File: src/hw/rtl/u8cw_pkg.sv
// ----------------------------------------------------------------------------
// u8cw_pkg
// Shared types and constants for the UTF-8 code point and width decoder.
// ----------------------------------------------------------------------------
package u8cw_pkg;

  localparam int unsigned ByteW = 8;
  localparam int unsigned CpW   = 21;
  localparam int unsigned LenW  = 3;
  localparam int unsigned WidW  = 2;

  // Sequence lengths.
  localparam logic [LenW-1:0] LEN_1 = 3'd1;
  localparam logic [LenW-1:0] LEN_2 = 3'd2;
  localparam logic [LenW-1:0] LEN_3 = 3'd3;
  localparam logic [LenW-1:0] LEN_4 = 3'd4;

  // Display width codes.
  localparam logic [WidW-1:0] WID_ZERO   = 2'd0;
  localparam logic [WidW-1:0] WID_NORMAL = 2'd1;
  localparam logic [WidW-1:0] WID_WIDE   = 2'd2;

  // Lead and continuation byte patterns.
  localparam logic [ByteW-1:0] MASK_2B = 8'hE0;
  localparam logic [ByteW-1:0] LEAD_2B = 8'hC0;
  localparam logic [ByteW-1:0] MASK_3B = 8'hF0;
  localparam logic [ByteW-1:0] LEAD_3B = 8'hE0;
  localparam logic [ByteW-1:0] MASK_4B = 8'hF8;
  localparam logic [ByteW-1:0] LEAD_4B = 8'hF0;
  localparam logic [ByteW-1:0] MASK_CONT = 8'hC0;
  localparam logic [ByteW-1:0] CONT_PAT  = 8'h80;

  // Decoded result of one item.
  typedef struct packed {
    logic [CpW-1:0]  code_point;
    logic [LenW-1:0] seq_length;
    logic            well_formed;
    logic [WidW-1:0] display_width;
  } result_t;

endpackage

File: src/hw/rtl/u8cw_decode.sv
// ----------------------------------------------------------------------------
// u8cw_decode
// Combinational decode of one UTF-8 sequence from a four-byte window, plus
// the terminal column width of the resulting code point.
// ----------------------------------------------------------------------------
module u8cw_decode (
  input  logic [u8cw_pkg::ByteW-1:0] lead_byte,
  input  logic [u8cw_pkg::ByteW-1:0] second_byte,
  input  logic [u8cw_pkg::ByteW-1:0] third_byte,
  input  logic [u8cw_pkg::ByteW-1:0] fourth_byte,
  output u8cw_pkg::result_t          result
);

  logic                        cont1;
  logic                        cont2;
  logic                        cont3;
  logic [u8cw_pkg::CpW-1:0]    cp;
  logic [u8cw_pkg::LenW-1:0]   len;
  logic                        ok;
  logic [15:0]                 lo;
  logic                        bmp;
  logic                        is_ctrl;
  logic                        is_wide;

  // Continuation byte checks.
  assign cont1 = (second_byte & u8cw_pkg::MASK_CONT) == u8cw_pkg::CONT_PAT;
  assign cont2 = (third_byte  & u8cw_pkg::MASK_CONT) == u8cw_pkg::CONT_PAT;
  assign cont3 = (fourth_byte & u8cw_pkg::MASK_CONT) == u8cw_pkg::CONT_PAT;

  // Sequence decode; a malformed lead passes through as its own value.
  always_comb begin
    cp  = {13'd0, lead_byte};
    len = u8cw_pkg::LEN_1;
    ok  = 1'b0;
    if (!lead_byte[7]) begin
      ok = 1'b1;
    end else if ((lead_byte & u8cw_pkg::MASK_2B) == u8cw_pkg::LEAD_2B && cont1) begin
      cp  = {10'd0, lead_byte[4:0], second_byte[5:0]};
      len = u8cw_pkg::LEN_2;
      ok  = 1'b1;
    end else if ((lead_byte & u8cw_pkg::MASK_3B) == u8cw_pkg::LEAD_3B && cont1 && cont2) begin
      cp  = {5'd0, lead_byte[3:0], second_byte[5:0], third_byte[5:0]};
      len = u8cw_pkg::LEN_3;
      ok  = 1'b1;
    end else if ((lead_byte & u8cw_pkg::MASK_4B) == u8cw_pkg::LEAD_4B &&
                 cont1 && cont2 && cont3) begin
      cp  = {lead_byte[2:0], second_byte[5:0], third_byte[5:0], fourth_byte[5:0]};
      len = u8cw_pkg::LEN_4;
      ok  = 1'b1;
    end
  end

  // Width classes. All wide ranges sit in the basic multilingual plane.
  assign lo      = cp[15:0];
  assign bmp     = (cp[20:16] == 5'd0);
  assign is_ctrl = (cp < 21'h20) || (cp >= 21'h7F && cp < 21'hA0);
  assign is_wide = bmp && (
      (lo >= 16'h1100 && lo <= 16'h115F) || lo == 16'h2329 || lo == 16'h232A ||
      (lo >= 16'h2E80 && lo <= 16'hA4CF) || (lo >= 16'hAC00 && lo <= 16'hD7A3) ||
      (lo >= 16'hF900 && lo <= 16'hFAFF) || (lo >= 16'hFE10 && lo <= 16'hFE19) ||
      (lo >= 16'hFE30 && lo <= 16'hFE6F) || (lo >= 16'hFF00 && lo <= 16'hFF60) ||
      (lo >= 16'hFFE0 && lo <= 16'hFFE6));

  // Pack the result.
  always_comb begin
    result.code_point  = cp;
    result.seq_length  = len;
    result.well_formed = ok;
    if (is_ctrl) begin
      result.display_width = u8cw_pkg::WID_ZERO;
    end else if (is_wide) begin
      result.display_width = u8cw_pkg::WID_WIDE;
    end else begin
      result.display_width = u8cw_pkg::WID_NORMAL;
    end
  end

endmodule

File: src/hw/rtl/utf8_codepoint_width_decoder_unit.sv
// ----------------------------------------------------------------------------
// utf8_codepoint_width_decoder_unit
// Decodes one UTF-8 code point per item and reports its terminal width.
// Pipeline: an accepted item passes the input register, then the result
// register, before it is offered on the output.
// Throughput: one item per cycle while out_ready is high; each register stage
// advances when empty or taken, so a full output does not stall a free input.
// Reset: rst clears both stage valid bits; payload registers are not reset.
// ----------------------------------------------------------------------------
module utf8_codepoint_width_decoder_unit (
  input  logic                               clk,
  input  logic                               rst,
  input  logic                               in_valid,
  output logic                               in_ready,
  input  logic [u8cw_pkg::ByteW-1:0]         lead_byte,
  input  logic [u8cw_pkg::ByteW-1:0]         second_byte,
  input  logic [u8cw_pkg::ByteW-1:0]         third_byte,
  input  logic [u8cw_pkg::ByteW-1:0]         fourth_byte,
  output logic                               out_valid,
  input  logic                               out_ready,
  output logic [u8cw_pkg::CpW-1:0]           code_point,
  output logic [u8cw_pkg::LenW-1:0]          seq_length,
  output logic                               well_formed,
  output logic [u8cw_pkg::WidW-1:0]          display_width
);

  logic                        s1_valid;
  logic [u8cw_pkg::ByteW-1:0]  s1_b0;
  logic [u8cw_pkg::ByteW-1:0]  s1_b1;
  logic [u8cw_pkg::ByteW-1:0]  s1_b2;
  logic [u8cw_pkg::ByteW-1:0]  s1_b3;
  logic                        s1_ready;
  logic                        s2_valid;
  logic                        s2_ready;
  u8cw_pkg::result_t           s2_result;
  u8cw_pkg::result_t           dec_result;

  // Stage handshakes.
  assign s2_ready = !s2_valid || out_ready;
  assign s1_ready = !s1_valid || s2_ready;
  assign in_ready = s1_ready;

  // Input register.
  always_ff @(posedge clk) begin
    if (rst) begin
      s1_valid <= 1'b0;
    end else if (s1_ready) begin
      s1_valid <= in_valid;
    end
  end

  always_ff @(posedge clk) begin
    if (in_valid && s1_ready) begin
      s1_b0 <= lead_byte;
      s1_b1 <= second_byte;
      s1_b2 <= third_byte;
      s1_b3 <= fourth_byte;
    end
  end

  // Decode logic between the two registers.
  u8cw_decode u_decode (
    .lead_byte   (s1_b0),
    .second_byte (s1_b1),
    .third_byte  (s1_b2),
    .fourth_byte (s1_b3),
    .result      (dec_result)
  );

  // Result register.
  always_ff @(posedge clk) begin
    if (rst) begin
      s2_valid <= 1'b0;
    end else if (s2_ready) begin
      s2_valid <= s1_valid;
    end
  end

  always_ff @(posedge clk) begin
    if (s1_valid && s2_ready) begin
      s2_result <= dec_result;
    end
  end

  // Output ports.
  assign out_valid     = s2_valid;
  assign code_point    = s2_result.code_point;
  assign seq_length    = s2_result.seq_length;
  assign well_formed   = s2_result.well_formed;
  assign display_width = s2_result.display_width;

  // A malformed item always consumes exactly its lead byte.
  a_malformed_len: assert property (@(posedge clk) disable iff (rst)
    out_valid && !well_formed |-> seq_length == u8cw_pkg::LEN_1 &&
                                  code_point[20:8] == 13'd0)
    else $error("malformed item with bad length or code point");

  // Width code three is never produced.
  a_width_code: assert property (@(posedge clk) disable iff (rst)
    out_valid |-> display_width != 2'd3)
    else $error("invalid display width code");

  // An accepted item occupies the input stage on the next cycle.
  a_accept_fills: assert property (@(posedge clk) disable iff (rst)
    in_valid && in_ready |=> s1_valid)
    else $error("accepted item lost from input stage");

  // A held input stage keeps its bytes while the result stage is blocked.
  a_s1_hold: assert property (@(posedge clk) disable iff (rst)
    s1_valid && !s2_ready |=> s1_valid && $stable(s1_b0) && $stable(s1_b1) &&
                              $stable(s1_b2) && $stable(s1_b3))
    else $error("input stage changed while stalled");

  // Every output item has a length from one to four.
  a_len_range: assert property (@(posedge clk) disable iff (rst)
    out_valid |-> seq_length != 3'd0 && seq_length <= u8cw_pkg::LEN_4)
    else $error("sequence length out of range");

endmodule

File: config.mk
export PLATFORM = sky130hd
export DESIGN_NAME = utf8_codepoint_width_decoder_unit
export DESIGN_NICKNAME = d
export VERILOG_FILES = /design/src/hw/rtl/u8cw_pkg.sv /design/src/hw/rtl/u8cw_decode.sv /design/src/hw/rtl/utf8_codepoint_width_decoder_unit.sv
export SDC_FILE = /design/constraint.sdc
export NUM_CORES = 1
export LEC_CHECK = 0
export BUFFER_PORTS_ARGS = -buffer_cell sky130_fd_sc_hd__buf_2
export CORE_UTILIZATION = 59
export DETAILED_ROUTE_END_ITERATION = 12
export MAX_ROUTING_LAYER = met4
export PLACE_DENSITY = 0.81
export SLEW_MARGIN = 30
export SYNTH_ARGS = -nofsm -noshare
export SYNTH_HDL_FRONTEND = slang
export SYNTH_SLANG_ARGS = --single-unit
File: constraint.sdc
create_clock -name clk -period 5.4 [get_ports clk]
set_clock_uncertainty 0.05 [all_clocks]
set_input_delay 0.81 -clock clk [delete_from_list [all_inputs] [get_ports clk]]
set_output_delay 0.81 -clock clk [all_outputs]
set_load 0.01 [all_outputs]
==> metrics, run 1 <==
status completed; Final Cycle Share 67.02%; initial antenna violation count 0; Hold Crit Class register to register; Root Buffer clkbuf_8; Worst-Margin Slew 0.8525 ns; Mapped Area roughly 3100 um2; unrepaired setup endpoints after global routing false; WL/cell 16.90 um; diode count 0; fillers 368; crit-path cells or4bb_1 -> nor3_1 -> o2bb2ai_1 -> nor4b_1 -> a21oi_1 -> a2111oi_0 -> or4_1 -> o21bai_1; Psw 0.0002387 W; crit end category register; Routed Antenna Nets 0; delay-heaviest family, CP simple AND/OR/NAND/NOR gates; largest net degree at the start of global routing 33; Bufs on Longest Clock Path 2; PwrDens 287.5 nW/um2; Int Power 0.0008251 W; Yosys cell types 64; Yosys top cell area share a little under three fifths; H-Tree Depth 3; sum of negative setup slack 0 ns; core area 5107 um2; WL final ~7000 um; Sw Share 22.43%; Async SR Flop Fraction 0%; Synth Register Bits 61; NumNets Final 374; dpl hpwl 4956 um; drt first-iter violations between 200 and 250; Rel. slew slack 43.16%; Critical path buffers and inverters 0; count of pins over their slew limit 0; largest cells by area after synthesis edfxtp_1 (57%), nor2_1 (2.4%), nor4_1 (2.2%), o21ai_0 (2.1%), nand2b_1 (2.0%); CP max stage cell or4bb_1; sequential power share 53.6%; clock tree sinks 61; Yosys warning total 0; number of setup buffers added after CTS 0; Worst-Skew Late Latency 0.34 ns; vias in the first global route 2319; Die ar. 5599 um2; row count 26; Synth area leader edfxtp_1; Hold Vio Cnt, Final 0; startpoint types register; drt drc 0; Gate Count Post-Synth 271; Die Y-Extent 74.83 um; chip width between 70 and 80 um; Starting Density just over 60%; maximum VDD drop 0.0002484 V; first-pass GRT wire length between 10000 and 15000 um; Max Cap Viol 0; syn avg cell area roughly 12 um2; Num CTS Buffers 9; Crit Path Max Fanout 21; Main synth FF type edfxtp_1; Worst EP arrival between 3 and 4 ns; combinational share of power 9.1%; layout cells sized above 1 26.53%; Clk network pwr share 37.3%; CP Class register to register; post-synthesis sequential area ratio 57.90%; First-pass DRT Iterations 5; CP required approximately 5.4 ns; Post-synth EDFFs 59; CP peak stage delay 0.74 ns; fmax between 0.2 and 0.3 GHz; IO Port Bufs 64; Layout Area Growth over Synthesis 18.23%; clk slew on worst S/H paths 0.07 ns; post-CTS sizing 0; io pins 65; Via density 6.249; gp weighted congestion roughly 0.97; Leak 1.330 nW; CTS tree done; number of hold buffers added after cts 0; grt ovf 0; final core occ 72.44%; Tot GR Track Use 28.50%; Vias 2581; Syn Nets just over 300; min Tclk post-route roughly 3.6 ns; final setup fails 0
==> per-stage QoR <==
step / instance area (um2) / std cells / power, W / worst slack, ns / hold slack (ns)
2_1_floorplan: 3129 / 271 / 0.0006343 / 2.546 / 0.4278
5_1_grt: 3700 / 413 / 0.001104 / 1.548 / 0.5142
4_1_cts: 3700 / 413 / 0.001070 / 1.864 / 0.4562
3_5_place_dp: 3503 / 397 / 0.0006749 / 1.873 / 0.4519
6_report: 3700 / 413 / 0.001064 / 1.781 / 0.4528
3_3_place_gp: 3503 / 397 / 0.0006735 / 1.964 / 0.4469
==> kinds of logic (layout without fill, tap and decap cells) <==
group           Yosys count  after routing  share of synthesized area, %
simple gates            113            113                         21.47
compound gates           74             74                         17.11
flops                    61             61                         57.90
buf+inv                  21             93                         2.959
xor+xnor                  2              2                        0.5599
==> layer usage <==
layer | GRT usage (%) | vias up | part of all wire (%)
li1 | - | 1214 | -
met3 | 8.434 | 20 | 7.4
met1 | 35.46 | 1196 | 42
met2 | 42.64 | 151 | 49
met5 | - | - | 0
met4 | 13.84 | 0 | 2.2
==> power by group through the flow <==
stage	registers [W]	logic, W	clock network (W)
floorplan	0.000575	0.0000595	0
CTS	0.000569	0.0000963	0.000404
finish	0.000570	0.0000969	0.000397
global route	0.000573	0.000108	0.000423
global placement	0.000579	0.0000948	0
detailed placement	0.000579	0.0000960	0
==> synthesized netlist by cell type (3+ instances only) <==
cell / n
edfxtp_1: 59
nor2_1: 20
nand2_1: 14
o21ai_0: 13
a21oi_1: 11
nor4_1: 11
inv_1: 10
nand2b_1: 10
nor3_1: 10
nand3_1: 8
o22ai_1: 8
and2_1: 6
clkbuf_1: 6
and3b_1: 4
nor2b_1: 4
a211o_1: 3
a21o_1: 3
nand4b_1: 3
nor3_2: 3
==> worst register-to-register path, cell delays in order, from the launching register on <==
cell and delay, ns:
edfxtp_1 0.70, or4bb_1 0.74, nor3_1 0.28, o2bb2ai_1 0.27, nor4b_1 0.40, a21oi_1 0.07
a2111oi_0 0.60, or4_1 0.20, o21bai_1 0.07
==> sequential cells by signal, summed over array words and instances, names as in the netlist <==
| signal | flops |
|---|---|
| code_point | 21 |
| s1_b1 | 8 |
| display_width | 2 |
| s1_b3 | 8 |
| seq_length | 3 |
| out_valid | 1 |
| s1_b0 | 8 |
| s1_valid | 1 |
| s1_b2 | 8 |
| well_formed | 1 |
==> cell usage in the layout, fill, tap and decap left out, types with 4 or more instances in the layout <==
| cell type | instances |
|---|---|
| o22ai_1 | 8 |
| nand2_1 | 14 |
| clkbuf_8 | 11 |
| and3b_1 | 4 |
| a21oi_1 | 11 |
| and2_1 | 6 |
| nand3_1 | 8 |
| nor2_1 | 20 |
| buf_2 | 64 |
| o21ai_0 | 13 |
| nand2b_1 | 10 |
| nor4_1 | 11 |
| nor3_1 | 10 |
| inv_1 | 10 |
| edfxtp_1 | 59 |
==> area by class of cell <==
class,instances,area [um2],share of cell area (%)
clock inverter,2,33.78,0.9131
timing repair buffer,66,335.3,9.063
inverter,11,41.29,1.116
tap,70,87.58,2.367
multi-input combinational,189,1227,33.18
sequential,61,1812,48.97
clock buffer,14,162.7,4.396
==> final timing paths <==
path	from	to	slack (ns)	cells after the start
min reg2reg	s1_valid	out_valid	0.45	2
max reg2reg	s1_b0[4]	display_width[0]	1.78	8
max	s1_b0[4]	display_width[0]	1.78	8
min	s1_valid	out_valid	0.45	2
Note: power is estimated with default switching activity, not from simulation.
==> run 2, diff against run 1 <==
--- a/config.mk
+++ b/config.mk
@@ -5,11 +5,12 @@
 export SDC_FILE = /design/constraint.sdc
 export NUM_CORES = 1
 export LEC_CHECK = 0
+export ABC_AREA = 1
 export BUFFER_PORTS_ARGS = -buffer_cell sky130_fd_sc_hd__buf_2
-export CORE_UTILIZATION = 59
+export CORE_UTILIZATION = 55
 export DETAILED_ROUTE_END_ITERATION = 12
 export MAX_ROUTING_LAYER = met4
-export PLACE_DENSITY = 0.81
+export PLACE_DENSITY = 0.76
 export SLEW_MARGIN = 30
 export SYNTH_ARGS = -nofsm -noshare
 export SYNTH_HDL_FRONTEND = slang
==> constraint.sdc (replaced) <==
create_clock -name clk -period 3.64 [get_ports clk]
set_clock_uncertainty 0.05 [all_clocks]
set_input_delay 0.546 -clock clk [delete_from_list [all_inputs] [get_ports clk]]
set_output_delay 0.546 -clock clk [all_outputs]
set_load 0.01 [all_outputs]
==> metrics, run 2 <==
crit-path cells inv_1 -> nand2_1 -> nor2_8 -> nand3_4 -> nor2_1 -> nor2_1 -> inv_2 -> nand4_1 -> nor2_1 -> a21boi_1 -> nand2_1 -> nand2_1 -> nor2_2 -> nand2_1 -> a21oi_2; dpl hpwl 5430 um (+9.5%); Yosys warning total 0 (unchanged); Bufs on Longest Clock Path 2 (unchanged); Adder-Cell Fraction of Synth Area 0% (unchanged); Critical R2R Launch s1_b1[6]; maximum VDD drop 0.0002990 V (+20%); WL final 7087 um (+1.6%); Yosys top cell area share 54.86% (-1.8 points); min Tclk post-route 2.762 ns (-0.8577 ns); most used cells in the layout excluding fill and tap cells nand2_1 (87), buf_2 (64), edfxtp_1 (59), nor2_1 (55), inv_1 (43); reg2reg path depth 15 (+7); sequential power share 53.7% (about the same); Die ar. 6182 um2 (+10%); Vias 2633 (+2.0%); layout cells sized above 1 26.56% (+0.028 points); NumNets Final 464 (+24%); CP Class register to register; status completed; Psw 0.0003679 W (+54%); number of hold buffers added after cts 0 (unchanged); Clk network pwr share 37.4% (about the same); hold_sp rst; Compound-Gate Fraction of Synth Area 6.703% (-10 points); post-CTS sizing 0 (unchanged); Root Buffer clkbuf_8; Main synth FF type edfxtp_1; Tot GR Track Use 26.52% (-2.0 points); FF-to-FF setup slack 0.88 ns (-0.90 ns); syn avg cell area 9.097 um2 (-21%); initial antenna violation count 0 (unchanged); post-synthesis mux area share 0% (unchanged); r2r endpoint display_width[0]; Sw Share 24.02% (+1.6 points); Num CTS Buffers 9 (unchanged); Routed Antenna Nets 0 (unchanged); most frequent cells after synthesis nand2_1 (87), edfxtp_1 (59), nor2_1 (55); Synth Register Bits 61 (unchanged); Largest register FFs 21 (unchanged); Final Cycle Share 75.87% (+8.8 points); IO Port Bufs 64 (unchanged); startpoint types register; cell repeated most along the worst path nand2_1; Hold Crit Depth 2 (unchanged); Starting Density 57.93% (-3.3 points); clk slew on worst S/H paths 0.07 ns (about the same); CP required 3.68 ns (-1.75 ns); Worst EP arrival 2.80 ns (-0.85 ns); drt first-iter violations 156 (-34%); crit end category register; final core occ 68.35% (-4.1 points); Mapped Area 3229 um2 (+3.2%); first-pass GRT wire length 11630 um (+4.4%); Yosys cell types 34 (-47%); Syn Nets 391 (+27%); largest net degree at the start of global routing 33 (unchanged); count of pins over their slew limit 0 (unchanged); row count 27 (+3.8%); PwrDens 402.0 nW/um2 (+40%); WL/cell 14.03 um (-17%); Crit Path Max Fanout 20 (-4.8%); chip width 78.63 um (+5.1%); Layout Area Growth over Synthesis 17.98%; Synth Area in XOR/XNOR 0% (-0.56 points); grt ovf 0 (unchanged); simple-gate share of the synthesized area 30.07% (+8.6 points); Async SR Flop Fraction 0% (unchanged); largest cells by area after synthesis edfxtp_1 (55%), nand2_1 (10%), nor2_1 (6.4%), inv_1 (5.1%), nand3_1 (4.0%); gp weighted congestion 0.9314 (-4.4%); largest family of logic cells by synthesized area simple AND/OR/NAND/NOR gates; Max Cap Viol 0 (unchanged); Hold Vio Cnt, Final 0 (unchanged); drt drc 0 (unchanged); io pins 65 (unchanged); Hold Path Sink out_valid; unrepaired setup endpoints after global routing false; combinational share of power 8.8% (-0.3 points); CTS tree done; final setup fails 0 (unchanged); fmax 0.3621 GHz (+31%); First-pass DRT Iterations 5 (unchanged); Leak 1.734 nW (+30%); Worst-Margin Slew 0.6027 ns (-0.2498 ns); Rel. slew slack 59.76% (+17 points); Worst-Skew Late Latency 0.34 ns (about the same); CP max stage cell edfxtp_1; Synth area leader edfxtp_1; Int Power 0.001164 W (+41%); number of setup buffers added after CTS 0 (unchanged); Via density 5.214 (-17%); Die Y-Extent 78.63 um (+5.1%); most common cell after layout, fill and taps aside nand2_1; post-synthesis sequential area ratio 56.10% (-1.8 points); diode count 0 (unchanged); clock tree sinks 61 (unchanged); Hold Crit Class primary input to register; Post-synth EDFFs 59 (unchanged); core area 5574 um2 (+9.1%); most numerous cell in the Yosys netlist nand2_1; H-Tree Depth 3 (unchanged); CP peak stage delay 0.36 ns (-0.38 ns); sum of negative setup slack 0 ns (unchanged); Gate Count Post-Synth 355 (+31%); vias in the first global route 2464 (+6.3%)
-- run 2: worst max-delay path, delay by kind of cell, from the launching register on --
| family | cells | cell delay (ns) |
|---|---|---|
| AO/OA/AOI/OAI | 2 | 0.25 |
| flip-flops | 1 | 0.36 |
| buffers and inverters | 2 | 0.22 |
| AND/OR/NAND/NOR | 11 | 1.63 |
-- run 2: worst max path at each step --
stage / startpoint / slack [ns] / cells past startpoint / endpoint
2_1_floorplan: out_ready / 1.23 / 2 / code_point[0]
3_3_place_gp: s1_b1[6] / 0.96 / 15 / display_width[0]
3_5_place_dp: s1_b1[6] / 0.94 / 16 / display_width[0]
4_1_cts: s1_b1[6] / 0.92 / 16 / display_width[0]
5_1_grt: s1_b1[6] / 0.64 / 16 / display_width[1]
6_report: s1_b1[6] / 0.88 / 15 / display_width[0]
-- run 2: cell type report --
class / count / area (um2)
Sequential cell: 61 / 1812
Fill cell: 469 / 1764
Multi-Input combinational cell: 239 / 1191
Timing Repair Buffer: 66 / 335.3
Inverter: 51 / 191.4
Clock buffer: 9 / 123.9
Tap cell: 72 / 90.09
Clock inverter: 7 / 66.31
-- run 2: metal layers --
layer | part of all wire [%] | up-vias | global-route usage, %
met2 | 47 | 97 | 40.43
met5 | 0 | - | -
met4 | 3.9 | 0 | 16.48
li1 | - | 1328 | -
met1 | 44 | 1185 | 32.44
met3 | 5.3 | 23 | 5.233
-- run 2: cells by family after synthesis --
logic type             after synthesis
AO/OA/AOI/OAI                       31
flip-flops                          61
buffers and inverters               55
AND/OR/NAND/NOR                    208
-- run 2: per-stage QoR --
step	hold slack [ns]	std cells	total power (W)	setup WS, ns	area [um2]
floorplan	0.3948	355	0.0009182	1.233	3229
global placement	0.4266	489	0.0009700	0.9567	3620
detailed placement	0.4323	489	0.0009734	0.9368	3620
CTS	0.3067	505	0.001546	0.9208	3810
global route	0.3076	505	0.001588	0.6388	3810
finish	0.3240	505	0.001532	0.8785	3810
-- run 2: power groups by stage --
stage	Clock (W)	Combinational [W]	Sequential [W]
global placement	0	0.000133	0.000837
floorplan	0	0.0000769	0.000841
detailed placement	0	0.000135	0.000838
global route	0.000612	0.000151	0.000826
CTS	0.000587	0.000136	0.000823
finish	0.000574	0.000136	0.000823
==> run 3, diff against run 2 <==
==> constraint.sdc (replaced) <==
create_clock -name clk -period 2.8 [get_ports clk]
set_clock_uncertainty 0.05 [all_clocks]
set_input_delay 0.42 -clock clk [delete_from_list [all_inputs] [get_ports clk]]
set_output_delay 0.42 -clock clk [all_outputs]
set_load 0.01 [all_outputs]
==> metrics, run 3 (same netlist as run 2, synthesis figures left out) <==
Worst-Skew Late Latency 0.34 ns (about the same); fmax 0.3791 GHz (+4.7%); placed cells 492 (+0.61%); CTS tree done; final setup fails 0 (unchanged); hold_sp second_byte[0]; largest net degree at the start of global routing 33 (unchanged); first-pass GRT wire length 11410 um (-1.8%); Die ar. 6182 um2 (unchanged); Clk network pwr share 33.5% (-3.9 points); Worst-Margin Slew 0.4086 ns (-0.1941 ns); diode count 0 (unchanged); unrepaired setup endpoints after global routing false; combinational share of power 9.7% (+0.9 points); CP max stage cell edfxtp_1; First-pass DRT Iterations 5 (unchanged); drt drc 0 (unchanged); Rel. slew slack 72.66% (+13 points); sum of negative setup slack 0 ns (unchanged); Num CTS Buffers 9 (unchanged); r2r endpoint display_width[0]; Hold Vio Cnt, Final 0 (unchanged); Starting Density 57.93% (unchanged); final hold slack 0.1980 ns (-0.1260 ns); WL final 7184 um (+1.4%); dpl hpwl 5303 um (-2.3%); core area 5574 um2 (unchanged); count of pins over their slew limit 0 (unchanged); FF-to-FF setup slack 0.16 ns (-0.72 ns); H-Tree Depth 3 (unchanged); sequential power share 56.7% (+3.0 points); CP peak stage delay 0.46 ns (+0.10 ns); reg2reg path depth 13 (-2); Max Cap Viol 0 (unchanged); min Tclk post-route 2.638 ns (-0.1239 ns); cell repeated most along the worst path nand2_1; most common cell after layout, fill and taps aside nand2_1; chip width 78.63 um (unchanged); status completed; Sw Share 24.57% (+0.55 points); vias in the first global route 2554 (+3.7%); Critical R2R Launch s1_b0[4]; Via density 5.288 (+1.4%); maximum VDD drop 0.0003534 V (+18%); initial antenna violation count 0 (unchanged); gp weighted congestion 0.9254 (-0.64%); Psw 0.0004636 W (+26%); io pins 65 (unchanged); Routed Antenna Nets 0 (unchanged); clock tree sinks 61 (unchanged); Final Cycle Share 94.20% (+18 points); NumNets Final 473 (+1.9%); layout cells sized above 1 27.89% (+1.3 points); drt first-iter violations 175 (+12%); number of hold buffers added after cts 0 (unchanged); CP Class register to register; Int Power 0.001423 W (+22%); Leak 1.773 nW (+2.2%); Crit Path Max Fanout 10 (-50%); crit-path cells nand2_1 -> nor2_4 -> nand3_2 -> o22ai_4 -> inv_2 -> nor2_4 -> nand2_1 -> a31oi_1 -> nand2_1 -> nand2_1 -> nor2_1 -> nand2_1 -> a21oi_2; fillers 451 (-3.8%); Largest register FFs 21 (unchanged); IO Port Bufs 64 (unchanged); startpoint types register; Reg area 1812 um2 (unchanged); crit end category register; Die Y-Extent 78.63 um (unchanged); delay-heaviest family, CP simple AND/OR/NAND/NOR gates; Layout Area Growth over Synthesis 19.91%; Tot GR Track Use 25.57% (-0.95 points); grt ovf 0 (unchanged); Vias 2713 (+3.0%); PwrDens 487.2 nW/um2 (+21%); most used cells in the layout excluding fill and tap cells nand2_1 (86), buf_2 (64), edfxtp_1 (59), nor2_1 (55), inv_1 (44); clk slew on worst S/H paths 0.07 ns (about the same); Root Buffer clkbuf_8; Hold Path Sink s1_b1[0]; Non-Filler Instances 513 (+1.6%); Critical path buffers and inverters 1 (-1); Bufs on Longest Clock Path 2 (unchanged); Worst EP arrival 2.68 ns (-0.12 ns); WL/cell 14.00 um (-0.21%); Multi-input gate area 1235 um2 (+3.7%); CP required 2.84 ns (-0.84 ns); Hold Crit Class primary input to register; Hold Crit Depth 1 (-1); row count 27 (unchanged)
run 3: cell count changes in the layout (fill, tap and decap cells not counted), sizes merged:
cell    previous run  this run
buf               66        73
bufinv             1         0
clkbuf             9        10
clkinv             6         5
nand3             28        29
nor2              69        70
run 3: worst max-delay path by stage:
stage,start,endpoint,slack [ns],cells after the start
final,s1_b0[4],display_width[0],0.16,13
after floorplan,out_ready,code_point[0],0.52,2
after global routing,s1_b0[4],display_width[1],0.0008,15
after global placement,s1_b1[6],display_width[0],0.12,14
after detailed placement,s1_b1[6],display_width[0],0.1,14
after CTS,s1_b1[6],display_width[0],0.09,14
run 3: worst reg2reg max path, delay by kind of cell (launching register included):
family,cells,cell delay [ns]
and+or+nand+nor,9,1.21
DFF,1,0.46
AOI/OAI and AO/OA,3,0.57
buffers and inverters,1,0.11
run 3: timing repair:
item,CTS,global route
buffers inserted,0,4
hold endpoints to repair,0,0
gates resized for setup,0,4
setup endpoints to repair,0,2
run 3: layout make-up:
cell class / count / share of cell area [%]
clock inverter: 5 / 0.7431
inverter: 51 / 4.943
multi-input combinational: 241 / 31.89
sequential: 61 / 46.79
tap: 72 / 2.326
timing repair buffer: 73 / 10.02
clock buffer: 10 / 3.296
run 3: power groups by stage:
stage / Combinational (W) / Sequential (W) / Clock, W
5_1_grt: 0.000205 / 0.00107 / 0.000677
4_1_cts: 0.000177 / 0.00107 / 0.000643
3_5_place_dp: 0.000176 / 0.00109 / 0
2_1_floorplan: 0.000100 / 0.00109 / 0
6_report: 0.000184 / 0.00107 / 0.000633
3_3_place_gp: 0.000174 / 0.00109 / 0
run 3: routing by layer:
metal	up-vias	track usage, %	wire (um)
met4	0	15.00	227
met1	1212	29.41	3050
met5	-	-	0
met3	21	5.000	449
li1	1346	-	-
met2	134	41.57	3456
run 3: metrics by stage:
stage | cell area, um2 | util [%] | power (W) | setup WS, ns
finish | 3872 | 69.47 | 0.001887 | 0.1623
global route | 3872 | 69.47 | 0.001956 | 0.0008185
CTS | 3799 | 68.15 | 0.001889 | 0.08635
detailed placement | 3642 | 65.34 | 0.001265 | 0.09638
global placement | 3642 | 65.34 | 0.001262 | 0.1247
floorplan | 3229 | - | 0.001194 | 0.5194
